File: src/smp_pkg.sv
`default_nettype none
// ----------------------------------------------------------------------------
// smp_pkg
// Shared types, constants and helpers for the message parser.
// ----------------------------------------------------------------------------
package smp_pkg;

    localparam int LEN_BITS = 16;
    localparam logic [LEN_BITS-1:0] MAX_COUNT = {LEN_BITS{1'b1}};
    localparam logic [31:0] COOKIE = 32'h2112_A442;
    localparam logic [15:0] ERROR_ATTR_TYPE = 16'h0009;
    localparam int HEADER_LEN = 20;
    localparam int TLV_HDR_LEN = 4;
    localparam logic [16:0] START_LIMIT = 17'h1_FFFF;
    localparam logic [16:0] START_RESET = 17'(HEADER_LEN);
    localparam logic [7:0] TOP_BITS_MASK = 8'hC0;
    localparam logic [7:0] METHOD_LO_MASK = 8'h0F;
    localparam logic [7:0] METHOD_MID_MASK = 8'hE0;
    localparam logic [7:0] CLASS_HI_MASK = 8'h01;
    localparam logic [7:0] CLASS_LO_MASK = 8'h10;
    localparam logic [1:0] CLASS_ERROR = 2'd3;
    localparam logic [14:0] ERROR_SCALE = 15'd100;
    localparam int QUEUE_DEPTH = 2;

    typedef struct packed {
        logic [7:0]  data_byte;
        logic        last_byte;
        logic [15:0] wanted_type;
    } byte_item_t;

    typedef struct packed {
        logic        well_formed;
        logic [11:0] method;
        logic [1:0]  msg_class;
        logic        attr_found;
        logic [15:0] attr_size;
        logic [15:0] attr_offset;
        logic        error_found;
        logic [14:0] err_code;
        logic [15:0] msg_length;
    } result_item_t;

    // summary of one message handed from front to back
    typedef struct packed {
        logic        ok;
        logic [15:0] type_word;
        logic        found;
        logic [15:0] attr_len;
        logic [15:0] attr_off;
        logic        err_seen;
        logic [7:0]  hundreds;
        logic [7:0]  remainder;
        logic [15:0] count;
    } msg_rec_t;

    function automatic logic [7:0] cookie_byte(input logic [1:0] pos);
        logic [7:0] b;
        case (pos)
            2'd0:    b = COOKIE[31:24];
            2'd1:    b = COOKIE[23:16];
            2'd2:    b = COOKIE[15:8];
            default: b = COOKIE[7:0];
        endcase
        return b;
    endfunction

endpackage
`default_nettype wire

File: src/smp_front.sv
`default_nettype none
// ----------------------------------------------------------------------------
// smp_front
// Per-byte header checks and attribute walk; emits one summary per message.
// ----------------------------------------------------------------------------
module smp_front
    import smp_pkg::*;
(
    input  wire logic       clk,
    input  wire logic       rst_n,
    input  wire logic       take,
    input  wire byte_item_t item,
    output logic            rec_push,
    output msg_rec_t        rec
);

    logic [LEN_BITS-1:0] count_reg, count_next;
    logic                ovf_reg, ovf_next;
    logic [31:0]         hdr_reg, hdr_next;
    logic                cookie_reg, cookie_next;
    logic                top_reg, top_next;
    logic [15:0]         stype_reg, stype_next;
    logic [16:0]         start_reg, start_next;
    logic [31:0]         tlv_reg, tlv_next;
    logic                found_reg, found_next;
    logic [15:0]         alen_reg, alen_next;
    logic [15:0]         aoff_reg, aoff_next;
    logic                eh_reg, eh_next;
    logic [16:0]         eoff_reg, eoff_next;
    logic                ev_reg, ev_next;
    logic [7:0]          hund_reg, hund_next;
    logic [7:0]          rem_reg, rem_next;

    logic [LEN_BITS-1:0] idx;
    logic                at_max;
    logic [16:0]         idx17;
    logic [16:0]         diff;
    logic                in_tlv;
    logic [15:0]         tlv_type;
    logic [15:0]         tlv_len;
    logic [17:0]         off18;
    logic [1:0]          pad;
    logic [17:0]         nxt;
    logic [17:0]         eoff_p2;
    logic [7:0]          b;

    assign idx    = count_reg;
    assign at_max = (count_reg == MAX_COUNT);
    assign b      = item.data_byte;
    assign idx17  = 17'(idx);
    assign diff   = idx17 - start_reg;
    assign in_tlv = (idx17 >= start_reg) && (diff < 17'(TLV_HDR_LEN));

    always_comb
    begin
        count_next  = count_reg;
        ovf_next    = ovf_reg;
        hdr_next    = hdr_reg;
        cookie_next = cookie_reg;
        top_next    = top_reg;
        stype_next  = stype_reg;
        start_next  = start_reg;
        tlv_next    = tlv_reg;
        found_next  = found_reg;
        alen_next   = alen_reg;
        aoff_next   = aoff_reg;
        eh_next     = eh_reg;
        eoff_next   = eoff_reg;
        ev_next     = ev_reg;
        hund_next   = hund_reg;
        rem_next    = rem_reg;
        tlv_type    = tlv_next[31:16];
        tlv_len     = tlv_next[15:0];
        off18       = 18'(start_reg) + 18'(TLV_HDR_LEN);
        pad         = 2'd0 - tlv_len[1:0];
        nxt         = off18 + 18'(tlv_len) + 18'(pad);
        eoff_p2     = 18'(eoff_reg) + 18'd2;
        if (at_max)
        begin
            ovf_next = 1'b1;
        end
        else
        begin
            count_next = count_reg + 1'b1;
            if (idx == '0)
            begin
                stype_next = item.wanted_type;
                if ((b & TOP_BITS_MASK) != 8'd0)
                    top_next = 1'b0;
            end
            if (idx < LEN_BITS'(4))
                hdr_next = {hdr_reg[23:0], b};
            else if (idx < LEN_BITS'(8))
            begin
                if (b != cookie_byte(idx[1:0]))
                    cookie_next = 1'b0;
            end
            if (in_tlv)
            begin
                tlv_next = {tlv_reg[23:0], b};
                tlv_type = tlv_next[31:16];
                tlv_len  = tlv_next[15:0];
                pad      = 2'd0 - tlv_len[1:0];
                nxt      = off18 + 18'(tlv_len) + 18'(pad);
                if (diff[1:0] == 2'd3)
                begin
                    if (!found_reg && tlv_type == stype_reg)
                    begin
                        found_next = 1'b1;
                        alen_next  = tlv_len;
                        aoff_next  = off18[15:0];
                    end
                    if (!eh_reg && tlv_type == ERROR_ATTR_TYPE)
                    begin
                        eh_next   = 1'b1;
                        eoff_next = off18[16:0];
                    end
                    start_next = (nxt > 18'(START_LIMIT)) ? START_LIMIT : nxt[16:0];
                end
            end
            if (eh_reg && !ev_reg)
            begin
                if (18'(idx) == eoff_p2)
                    hund_next = b;
                if (18'(idx) == eoff_p2 + 18'd1)
                begin
                    rem_next = b;
                    ev_next  = 1'b1;
                end
            end
        end
    end

    assign rec_push = take && item.last_byte;

    always_comb
    begin
        rec.ok = !ovf_next && (count_next >= LEN_BITS'(HEADER_LEN)) && top_next
                 && cookie_next
                 && (hdr_next[15:0] == 16'(count_next - LEN_BITS'(HEADER_LEN)));
        rec.type_word  = hdr_next[31:16];
        rec.found      = found_next;
        rec.attr_len   = alen_next;
        rec.attr_off   = aoff_next;
        rec.err_seen   = ev_next;
        rec.hundreds   = hund_next;
        rec.remainder  = rem_next;
        rec.count      = 16'(count_next);
    end

    always_ff @(posedge clk or negedge rst_n)
    begin
        if (!rst_n)
        begin
            count_reg  <= '0;
            ovf_reg    <= 1'b0;
            hdr_reg    <= '0;
            cookie_reg <= 1'b1;
            top_reg    <= 1'b1;
            stype_reg  <= '0;
            start_reg  <= START_RESET;
            tlv_reg    <= '0;
            found_reg  <= 1'b0;
            alen_reg   <= '0;
            aoff_reg   <= '0;
            eh_reg     <= 1'b0;
            eoff_reg   <= '0;
            ev_reg     <= 1'b0;
            hund_reg   <= '0;
            rem_reg    <= '0;
        end
        else if (take && item.last_byte)
        begin
            count_reg  <= '0;
            ovf_reg    <= 1'b0;
            hdr_reg    <= '0;
            cookie_reg <= 1'b1;
            top_reg    <= 1'b1;
            stype_reg  <= '0;
            start_reg  <= START_RESET;
            tlv_reg    <= '0;
            found_reg  <= 1'b0;
            alen_reg   <= '0;
            aoff_reg   <= '0;
            eh_reg     <= 1'b0;
            eoff_reg   <= '0;
            ev_reg     <= 1'b0;
            hund_reg   <= '0;
            rem_reg    <= '0;
        end
        else if (take)
        begin
            count_reg  <= count_next;
            ovf_reg    <= ovf_next;
            hdr_reg    <= hdr_next;
            cookie_reg <= cookie_next;
            top_reg    <= top_next;
            stype_reg  <= stype_next;
            start_reg  <= start_next;
            tlv_reg    <= tlv_next;
            found_reg  <= found_next;
            alen_reg   <= alen_next;
            aoff_reg   <= aoff_next;
            eh_reg     <= eh_next;
            eoff_reg   <= eoff_next;
            ev_reg     <= ev_next;
            hund_reg   <= hund_next;
            rem_reg    <= rem_next;
        end
    end

    // value capture never precedes its attribute header
    assert property (@(posedge clk) disable iff (!rst_n) ev_reg |-> eh_reg)
        else $error("error value seen without error header");
    // a match lies past the fixed header
    assert property (@(posedge clk) disable iff (!rst_n)
        found_reg |-> aoff_reg >= 16'(HEADER_LEN + TLV_HDR_LEN))
        else $error("match offset inside fixed header");
    // the walk pointer never moves backward within a message
    assert property (@(posedge clk) disable iff (!rst_n)
        (take && !item.last_byte) |=> start_reg >= $past(start_reg))
        else $error("attribute walk moved backward");

endmodule
`default_nettype wire

File: src/smp_queue.sv
`default_nettype none
// ----------------------------------------------------------------------------
// smp_queue
// Two-entry queue of message summaries between front and back.
// ----------------------------------------------------------------------------
module smp_queue
    import smp_pkg::*;
(
    input  wire logic     clk,
    input  wire logic     rst_n,
    input  wire logic     push,
    input  wire msg_rec_t push_rec,
    output logic          full,
    input  wire logic     pop,
    output logic          empty,
    output msg_rec_t      head
);

    localparam int PTR_BITS = (QUEUE_DEPTH > 1) ? $clog2(QUEUE_DEPTH) : 1;
    localparam int CNT_BITS = $clog2(QUEUE_DEPTH + 1);

    msg_rec_t              mem_reg [QUEUE_DEPTH];
    logic [PTR_BITS-1:0]   wr_reg, wr_next;
    logic [PTR_BITS-1:0]   rd_reg, rd_next;
    logic [CNT_BITS-1:0]   cnt_reg, cnt_next;
    logic                  do_push;
    logic                  do_pop;

    assign full    = (cnt_reg == CNT_BITS'(QUEUE_DEPTH));
    assign empty   = (cnt_reg == '0);
    assign do_push = push && !full;
    assign do_pop  = pop && !empty;
    assign head    = mem_reg[rd_reg];

    always_comb
    begin
        wr_next  = wr_reg;
        rd_next  = rd_reg;
        cnt_next = cnt_reg;
        if (do_push)
            wr_next = (wr_reg == PTR_BITS'(QUEUE_DEPTH - 1)) ? '0 : wr_reg + 1'b1;
        if (do_pop)
            rd_next = (rd_reg == PTR_BITS'(QUEUE_DEPTH - 1)) ? '0 : rd_reg + 1'b1;
        if (do_push && !do_pop)
            cnt_next = cnt_reg + 1'b1;
        else if (do_pop && !do_push)
            cnt_next = cnt_reg - 1'b1;
    end

    always_ff @(posedge clk or negedge rst_n)
    begin
        if (!rst_n)
        begin
            wr_reg  <= '0;
            rd_reg  <= '0;
            cnt_reg <= '0;
        end
        else
        begin
            wr_reg  <= wr_next;
            rd_reg  <= rd_next;
            cnt_reg <= cnt_next;
        end
    end

    always_ff @(posedge clk)
    begin
        if (do_push)
            mem_reg[wr_reg] <= push_rec;
    end

    assert property (@(posedge clk) disable iff (!rst_n)
        cnt_reg <= CNT_BITS'(QUEUE_DEPTH))
        else $error("queue count past depth");
    assert property (@(posedge clk) disable iff (!rst_n)
        (cnt_reg == '0 || cnt_reg == CNT_BITS'(QUEUE_DEPTH)) |-> wr_reg == rd_reg)
        else $error("queue pointers disagree with count");
    assert property (@(posedge clk) disable iff (!rst_n)
        (push && full && !pop) |=> full)
        else $error("queue lost its fill");

endmodule
`default_nettype wire

File: src/smp_back.sv
`default_nettype none
// ----------------------------------------------------------------------------
// smp_back
// Decodes method, class and error code; holds the result item.
// ----------------------------------------------------------------------------
module smp_back
    import smp_pkg::*;
(
    input  wire logic     clk,
    input  wire logic     rst_n,
    input  wire logic     rec_valid,
    input  wire msg_rec_t rec,
    output logic          rec_pop,
    output logic          result_valid,
    input  wire logic     result_ready,
    output result_item_t  result_item
);

    logic         valid_reg;
    result_item_t item_reg, item_next;
    logic [7:0]   b0;
    logic [7:0]   b1;
    logic [11:0]  method;
    logic [1:0]   cls;
    logic [14:0]  code;

    assign b0 = rec.type_word[15:8];
    assign b1 = rec.type_word[7:0];
    assign method = {b0[5:1], 7'd0} | {4'd0, (b1 & METHOD_MID_MASK) >> 1}
                    | {4'd0, b1 & METHOD_LO_MASK};
    assign cls  = {(b0 & CLASS_HI_MASK) != 8'd0, (b1 & CLASS_LO_MASK) != 8'd0};
    assign code = 15'(rec.hundreds) * ERROR_SCALE + 15'(rec.remainder);

    assign rec_pop = rec_valid && (!valid_reg || result_ready);

    always_comb
    begin
        item_next = '0;
        item_next.msg_length = rec.count;
        if (rec.ok)
        begin
            item_next.well_formed = 1'b1;
            item_next.method      = method;
            item_next.msg_class   = cls;
            if (rec.found)
            begin
                item_next.attr_found  = 1'b1;
                item_next.attr_size   = rec.attr_len;
                item_next.attr_offset = rec.attr_off;
            end
            if (cls == CLASS_ERROR && rec.err_seen)
            begin
                item_next.error_found = 1'b1;
                item_next.err_code    = code;
            end
        end
    end

    always_ff @(posedge clk or negedge rst_n)
    begin
        if (!rst_n)
            valid_reg <= 1'b0;
        else if (rec_pop)
            valid_reg <= 1'b1;
        else if (result_ready)
            valid_reg <= 1'b0;
    end

    always_ff @(posedge clk)
    begin
        if (rec_pop)
            item_reg <= item_next;
    end

    assign result_valid = valid_reg;
    assign result_item  = item_reg;

    assert property (@(posedge clk) disable iff (!rst_n)
        (valid_reg && !item_reg.well_formed) |->
        (item_reg.method == 12'd0 && !item_reg.attr_found && !item_reg.error_found))
        else $error("fields set on malformed message");
    assert property (@(posedge clk) disable iff (!rst_n)
        (valid_reg && item_reg.error_found) |-> item_reg.msg_class == CLASS_ERROR)
        else $error("error code outside error class");
    assert property (@(posedge clk) disable iff (!rst_n)
        (valid_reg && !item_reg.attr_found) |->
        (item_reg.attr_size == 16'd0 && item_reg.attr_offset == 16'd0))
        else $error("attribute fields without match");

endmodule
`default_nettype wire

File: src/stun_message_parser_top.sv
`default_nettype none
// ----------------------------------------------------------------------------
// stun_message_parser_top
// Byte-serial message checker, method/class decoder and attribute finder.
//
// Bytes enter on the byte channel (byte_valid/byte_ready/byte_item), one
// item per cycle while byte_ready is high, with last_byte marking the end
// of a message. One result item per message leaves on the result channel
// (result_valid/result_ready/result_item).
// Throughput: one byte every cycle while byte_ready is high; the per-byte
// checks and the attribute walk are fixed counter and compare logic in the
// front stage. The summary enters the queue on the edge that takes the
// last byte; the back stage then moves it into the output register.
// A two-entry queue of message summaries sits between front and back;
// byte_ready drops only while that queue is full, i.e. while the receiver
// has stalled with several finished messages pending.
// Reset (rst_n low) empties the queue and output and restarts the parser at
// the first byte of a message.
// ----------------------------------------------------------------------------
module stun_message_parser_top
    import smp_pkg::*;
(
    input  wire logic         clk,
    input  wire logic         rst_n,
    input  wire logic         byte_valid,
    output logic              byte_ready,
    input  wire byte_item_t   byte_item,
    output logic              result_valid,
    input  wire logic         result_ready,
    output result_item_t      result_item
);

    logic     take;
    logic     rec_push;
    msg_rec_t rec;
    logic     q_full;
    logic     q_empty;
    logic     q_pop;
    msg_rec_t q_head;

    assign byte_ready = !q_full;
    assign take       = byte_valid && byte_ready;

    smp_front u_front (
        .clk      (clk),
        .rst_n    (rst_n),
        .take     (take),
        .item     (byte_item),
        .rec_push (rec_push),
        .rec      (rec)
    );

    smp_queue u_queue (
        .clk      (clk),
        .rst_n    (rst_n),
        .push     (rec_push),
        .push_rec (rec),
        .full     (q_full),
        .pop      (q_pop),
        .empty    (q_empty),
        .head     (q_head)
    );

    smp_back u_back (
        .clk          (clk),
        .rst_n        (rst_n),
        .rec_valid    (!q_empty),
        .rec          (q_head),
        .rec_pop      (q_pop),
        .result_valid (result_valid),
        .result_ready (result_ready),
        .result_item  (result_item)
    );

endmodule
`default_nettype wire
File: config.mk
export PLATFORM = sky130hd
export DESIGN_NAME = stun_message_parser_top
export DESIGN_NICKNAME = d
export VERILOG_FILES = /design/src/smp_pkg.sv /design/src/smp_front.sv /design/src/smp_queue.sv /design/src/smp_back.sv /design/src/stun_message_parser_top.sv
export SDC_FILE = /design/constraint.sdc
export NUM_CORES = 1
export LEC_CHECK = 0
export BUFFER_PORTS_ARGS = -buffer_cell sky130_fd_sc_hd__buf_2
export CAP_MARGIN = 20
export CORE_MARGIN = 2
export CORE_UTILIZATION = 25
export DETAILED_ROUTE_END_ITERATION = 12
export MAX_ROUTING_LAYER = met4
export PLACE_DENSITY_LB_ADDON = 0.12
export RECOVER_POWER = 50
export REMOVE_ABC_BUFFERS = 1
export SYNTH_ARGS = -nofsm -noshare
export SYNTH_HDL_FRONTEND = slang
export SYNTH_HIERARCHICAL = 1
export SYNTH_SLANG_ARGS = --single-unit
File: constraint.sdc
create_clock -name clk -period 7.73 [get_ports clk]
set_input_delay 0.773 -clock clk [delete_from_list [all_inputs] [get_ports clk]]
set_output_delay 0.773 -clock clk [all_outputs]
set_load 0.005 [all_outputs]
* Word-level counts from Yosys, hierarchy flattened
Memories as Yosys holds them, arrays and structs flattened.
Cells that the tools add are included.
** Cells by class
- Reductions and logical operators :: 43
- Muxes and demuxes :: 95
- Order comparisons :: 6
- Eq/ne operators :: 13
- Bitwise gates (word level) :: 2
- Add/subtract/negate cells :: 14
- Shifts and indexed selects :: 0
- Div/mod/pow operators :: 0
- Multipliers :: 1
** Operator list (count)
- 16-bit 2-to-1 mux :: 20
- 17-bit 2-to-1 mux :: 12
- 32-bit 2-to-1 mux :: 4
- 8-bit 2-to-1 mux :: 13
- 24-bit 2-to-1 mux :: 4
- 64-bit 2-to-1 mux :: 1
- 1-bit 2-to-1 mux :: 37
- 16-bit by 18-bit == test with 1-bit output :: 2
- 33-bit 2-to-1 mux :: 1
- 16-bit == test :: 2
- 8-bit case mux with 3 select lines :: 1
- 17-bit by 2-bit adder with 18-bit output, second input constant :: 1
- 17-bit by 3-bit adder with 18-bit output, second input constant :: 1
- 18-bit by 1-bit adder with 18-bit output, second input constant :: 1
- 18-bit by 16-bit adder with 18-bit output :: 1
- 18-bit by 2-bit adder with 18-bit output :: 1
- 18-bit by 17-bit greater-than comparator with 1-bit output, second input constant :: 1
- 16-bit by 17-bit greater-or-equal comparator with 1-bit output :: 1
- 17-bit by 3-bit < comparator with 1-bit output, second input constant :: 1
- 16-bit by 17-bit subtractor with 17-bit output :: 1
- 16-bit by 1-bit adder with 16-bit output, second input constant :: 1
- 16-bit == test, second input constant :: 1
- 16-bit by 4-bit == test with 1-bit output, second input constant :: 1
- 16-bit by 5-bit greater-or-equal comparator with 1-bit output, second input constant :: 1
- other kinds (27) :: 64
** Storage, ports and cells
- Input port bits :: 29
- Memory bits (writable) :: 166
- Output and inout bits :: 82
- Memories kept :: 1
- ROM bits :: 0
- Latch bits :: 0
- Register bits :: 261
- Word-level logic and storage cells :: 204
** Memories
- u_queue.mem_reg :: depth 2, bits a word 83, read ports 1, clocked after memory_dff 0, wr ports 1, line smp_queue.sv:22 : msg_rec_t mem_reg [QUEUE_DEPTH];

* Logic depth before layout (Yosys ltp)
- Depth after elaboration :: 12
- Depth in mapped cells :: 17
- Depth with buffers taken out :: 15

* Cells and area by module
The synthesis kept the hierarchy.
** By module, submodules not included
- smp_front :: instances 1, seq. area each 4409.2 um^2, area each 13533.0 um^2, cells each 1546
- smp_queue :: instances 1, seq. area each 5084.9 um^2, area each 6429.9 um^2, cells each 277
- smp_back :: instances 1, seq. area each 2427.3 um^2, area each 4007.6 um^2, cells each 293
- stun_message_parser_top :: instances 1, seq. area each 0.0 um^2, area each 13.8 um^2, cells each 3

* Worst setup path before layout
No wires, ideal clock.
- Path kind :: input to register
- Start :: in byte_item[16] in the netlist's numbering
- End :: mem u_queue/mem_reg[0][0] in the netlist's numbering, enable pin
- Required time :: 7.205 ns
- Slack :: 1.976 ns
- Path buffers :: 2
- Library setup time :: 0.525 ns
- Data arrival time :: 5.229 ns
- Cell stages on the path :: 6
- Cell sequence :: clkbuf_1 -> nand2_1 -> clkinv_1 -> clkbuf_1 -> nand2_1 -> nor2_1
** Between the ends
- Word-level cells in the longest chain between the ends :: 4
** Ends and longest elaborated chain
- start, declared :: line stun_message_parser_top.sv:27 : input wire byte_item_t byte_item,
- 1-bit logical AND :: line smp_front.sv:134 : assign rec_push = take && item.last_byte;
- named net rec_push :: line stun_message_parser_top.sv:34 : logic rec_push;
- 1-bit logical AND :: line smp_queue.sv:31 : assign do_push = push && !full;
- 1-bit 2-to-1 mux :: line smp_queue.sv:68 : if (do_push)
- 1-bit 2-to-1 mux (not written as such) :: line smp_queue.sv:69 : mem_reg[wr_reg] <= push_rec;
- end, declared :: line smp_queue.sv:22
The timed path passes the listed nets, and every way through them passes these cells.

* Worst setup path in the final report
- Start :: reg u_queue.cnt_reg[0]
- End :: mem u_queue/mem_reg[0][15] in the netlist's numbering, enable pin
** Between the ends
- Word-level cells in the longest chain between the ends :: 7
** Ends and longest elaborated chain
- start, declared :: line smp_queue.sv:25 : logic [CNT_BITS-1:0] cnt_reg, cnt_next;
- start signal, assigned :: line smp_queue.sv:62 : cnt_reg <= cnt_next;
- 2-bit == test :: line smp_queue.sv:29 : assign full = (cnt_reg == CNT_BITS'(QUEUE_DEPTH));
- named net q_full :: line stun_message_parser_top.sv:36 : logic q_full;
- 1-bit zero test :: line stun_message_parser_top.sv:41 : assign byte_ready = !q_full;
- 1-bit logical AND :: line stun_message_parser_top.sv:42 : assign take = byte_valid && byte_ready;
- named net take :: line stun_message_parser_top.sv:33 : logic take;
- 1-bit logical AND :: line smp_front.sv:134
- named net rec_push :: line stun_message_parser_top.sv:34
- 1-bit logical AND :: line smp_queue.sv:31
- 1-bit 2-to-1 mux :: line smp_queue.sv:68
- 1-bit 2-to-1 mux (not written as such) :: line smp_queue.sv:69
The timed path passes the listed nets, and every way through them passes these cells.

==> flow_results.xml <==
<?xml version="1.0" encoding="UTF-8"?>
<metrics>
  <group name="status">
    <metric name="status" unit="">complete, but fails checks</metric>
    <metric name="failed_checks" unit="">max-capacitance violations, max-slew violations</metric>
  </group>
  <group name="timing">
    <metric name="setup_viol" unit="">0</metric>
    <metric name="worst_slew_margin_rel" unit="">-1.99</metric>
    <metric name="timing_worst_slew_pin_value" unit="ns">4.49</metric>
    <metric name="timing.setup.tns" unit="ns">0</metric>
    <metric name="timing.hold.ws" unit="ns">0.375</metric>
    <metric name="slew_viol_final" unit="">421</metric>
    <metric name="finalCriticalPeriod" unit="ns">5.81</metric>
    <metric name="fmax" unit="GHz">0.172</metric>
    <metric name="clock_skew" unit="ns">0.0254</metric>
    <metric name="grt_setup_unrepaired" unit="">false</metric>
    <metric name="period_share" unit="">0.751</metric>
    <metric name="finalHoldViolations" unit="">0</metric>
  </group>
  <group name="global_route">
    <metric name="grt_pass1_vias" unit="">16900</metric>
    <metric name="grt_busiest_layer" unit="">met2</metric>
    <metric name="sum_of_overflow_across_all_layers_after_global_routing" unit="">0</metric>
    <metric name="globalRouteTotalUtil" unit="">0.149</metric>
    <metric name="antenna_found_initial" unit="">1</metric>
    <metric name="grt_first_pass_wirelength" unit="microns">109000</metric>
    <metric name="grt_start_max_net_pins" unit="">82</metric>
    <metric name="grt_use_met2" unit="">0.244</metric>
    <metric name="gr-usage-met3" unit="">0.0180</metric>
    <metric name="global_route.usage.met1" unit="">0.196</metric>
  </group>
  <group name="final_layout">
    <metric name="largest_register_ff_count" unit="">162</metric>
    <metric name="total_inserted_antenna_cells" unit="">0</metric>
    <metric name="stdcell_area" unit="sq um">27200</metric>
    <metric name="fill_cells" unit="">9719</metric>
    <metric name="drive_gt1_frac" unit="">0.144</metric>
    <metric name="nets" unit="">2303</metric>
    <metric name="stdcell_count" unit="">3480</metric>
    <metric name="area_growth" unit="%">14.4</metric>
  </group>
  <group name="drt">
    <metric name="wirelength" unit="microns">71500</metric>
    <metric name="dr.pass1.iters" unit="">6</metric>
    <metric name="wire_per_inst" unit="microns">20.6</metric>
    <metric name="detailedRoute.firstIterationViolations" unit="">998</metric>
    <metric name="detailroute.via_count" unit="">16600</metric>
    <metric name="detail-route-antenna-nets" unit="">0</metric>
    <metric name="post-route-drc-count" unit="">0</metric>
    <metric name="vias_per_cell" unit="">4.78</metric>
  </group>
  <group name="critical_path">
    <metric name="reg2regPathDepth" unit="">11</metric>
    <metric name="max_fanout_on_critical_path" unit="">81</metric>
    <metric name="launch_point_of_the_critical_path" unit="">u_queue/cnt_reg[0]</metric>
    <metric name="crit_type" unit="">reg2reg</metric>
    <metric name="reg2reg_to" unit="">u_queue/mem_reg[0][15]</metric>
    <metric name="critical_path_arrival" unit="ns">6.04</metric>
    <metric name="r2r-start" unit="">u_queue/cnt_reg[0]</metric>
    <metric name="cp.required" unit="ns">7.96</metric>
    <metric name="cp-end-kind" unit="">flop</metric>
    <metric name="ff2ff_setup_slack" unit="ns">1.92</metric>
    <metric name="crit_end" unit="">u_queue/mem_reg[0][15]</metric>
    <metric name="worstSetupStartpointType" unit="">flop</metric>
  </group>
  <group name="hold_path">
    <metric name="holdCritPathClass" unit="">in2reg</metric>
  </group>
  <group name="synth">
    <metric name="synth_cells" unit="">2107</metric>
    <metric name="yosysWarningCount" unit="">6</metric>
    <metric name="per_instance_average_area_after_synthesis" unit="sq um">11.3</metric>
    <metric name="post_synth_instance_area" unit="sq um">23800</metric>
  </group>
  <group name="die">
    <metric name="die-width" unit="microns">312</metric>
    <metric name="die_area" unit="sq um">97500</metric>
    <metric name="die_h" unit="microns">312</metric>
    <metric name="top_level_ports" unit="">111</metric>
    <metric name="floorplan.initialDensity" unit="">0.251</metric>
    <metric name="fp-row-count" unit="">113</metric>
    <metric name="coreArea" unit="sq um">94600</metric>
  </group>
  <group name="clock_tree">
    <metric name="clockBufferDepth" unit="">3</metric>
    <metric name="clk_transition_reported_paths" unit="ns">0.06</metric>
    <metric name="clock_buffer_count_from_cts" unit="">51</metric>
    <metric name="cts_repair_resized_insts" unit="">0</metric>
    <metric name="h-tree-depth" unit="">2</metric>
    <metric name="post-cts-setup-buffer-count" unit="">0</metric>
    <metric name="cts.sink_count" unit="">421</metric>
    <metric name="cts.root.buffer_cell" unit="">clkbuf_16</metric>
    <metric name="clk_latency" unit="ns">0.61</metric>
    <metric name="ctsHoldBuffers" unit="">0</metric>
    <metric name="tritoncts" unit="">yes</metric>
  </group>
  <group name="power_and_ir_drop">
    <metric name="power.ir.vdd_worst" unit="uV">175</metric>
    <metric name="power_density" unit="nW/um^2">325</metric>
    <metric name="power_leakage" unit="nW">11.0</metric>
  </group>
  <group name="placed_design">
    <metric name="globalplace.congestion" unit="">0.815</metric>
    <metric name="dpl.hpwl" unit="microns">48900</metric>
    <metric name="port-buffer-count" unit="">110</metric>
    <metric name="placed_cell_area" unit="sq um">25600</metric>
    <metric name="placed_cells_incl_taps" unit="">3384</metric>
  </group>
  <group name="run">
    <metric name="maxCapViolations" unit="">9</metric>
  </group>
</metrics>
worst max-delay path, stage by stage (launching register included):
cell and delay, ns:
dfrtp_1 0.43, nand2b_1 0.18, inv_1 0.09, nor2b_4 0.11, buf_4 0.35, nand2_1 0.13, clkbuf_1 0.70, clkinv_1 0.30
clkbuf_1 1.80, nand2_1 0.45, nor2_4 0.26, buf_12 0.36
worst min-delay path by stage:
| stage | from | endpoint | slack [ns] | depth (start not counted) |
|---|---|---|---|---|
| after global placement | u_front/ovf_reg | u_front/ovf_reg | 0.48 | 2 |
| after floorplan | u_front/ev_reg | u_front/ev_reg | 0.46 | 2 |
| final | byte_item[4] | u_front/stype_reg[4] | 0.38 | 2 |
| after CTS | rst_n | u_front/alen_reg[3] | 0.17 | 1 |
| after detailed placement | u_front/ovf_reg | u_front/ovf_reg | 0.49 | 2 |
| after global routing | byte_item[10] | u_front/stype_reg[10] | 0.35 | 2 |
cell type report:
type                       count  area [sq um]  area share
clock buffer                  67          1400      0.0514
clock inverter                29           334      0.0123
inverter                      79           297      0.0109
multi-input combinational   1474         11100       0.407
sequential                   421         11800       0.433
tap                         1265          1580      0.0583
timing repair buffer         145           744      0.0274
through the flow:
step	worst slack (ns)	total power, W	util
floorplan	-0.838	0.00550	-
global placement	2.46	0.00647	0.270
detailed placement	2.37	0.00650	0.271
CTS	2.32	0.00907	0.289
global route	1.08	0.00945	0.287
finish	1.92	0.00883	0.287
cells in the final DEF, fill, tap and decap left out, drive strengths merged, types with 9 or more instances in the layout:
cell type    n
o2bb2ai     22
clkbuf     121
a22o        53
o211ai      20
or3         16
mux2       121
nand4       34
o21ai       78
and2        27
nand4b       9
and3        60
clkinv      14
nor2        88
xnor2       86
nor3        41
buf         91
mux2i       63
inv         83
a21oi       65
nand2      209
nand2b      12
a211oi      21
ha          96
a22oi       18
dfrtp      175
xor2        47
a31oi       28
nor2b       29
a21o        28
edfxtp     242
nand3       70
nor4        26
layer usage:
metal | wire length [microns] | vias up | share of wire
met1 | 33300 | 8360 | 0.47
met2 | 34400 | 310 | 0.48
met4 | 1380 | 0 | 0.019
met5 | 0 | - | 0
li1 | - | 7884 | -
met3 | 2450 | 84 | 0.034
report_power, final:
group | leakage (nW) | internal (W) | switching [W]
combinational | 5.45 | 0.00128 | 0.00180
clock | 0.834 | 0.00148 | 0.000999
sequential | 4.74 | 0.00298 | 0.000288
Power figures use the tool's default switching activity.
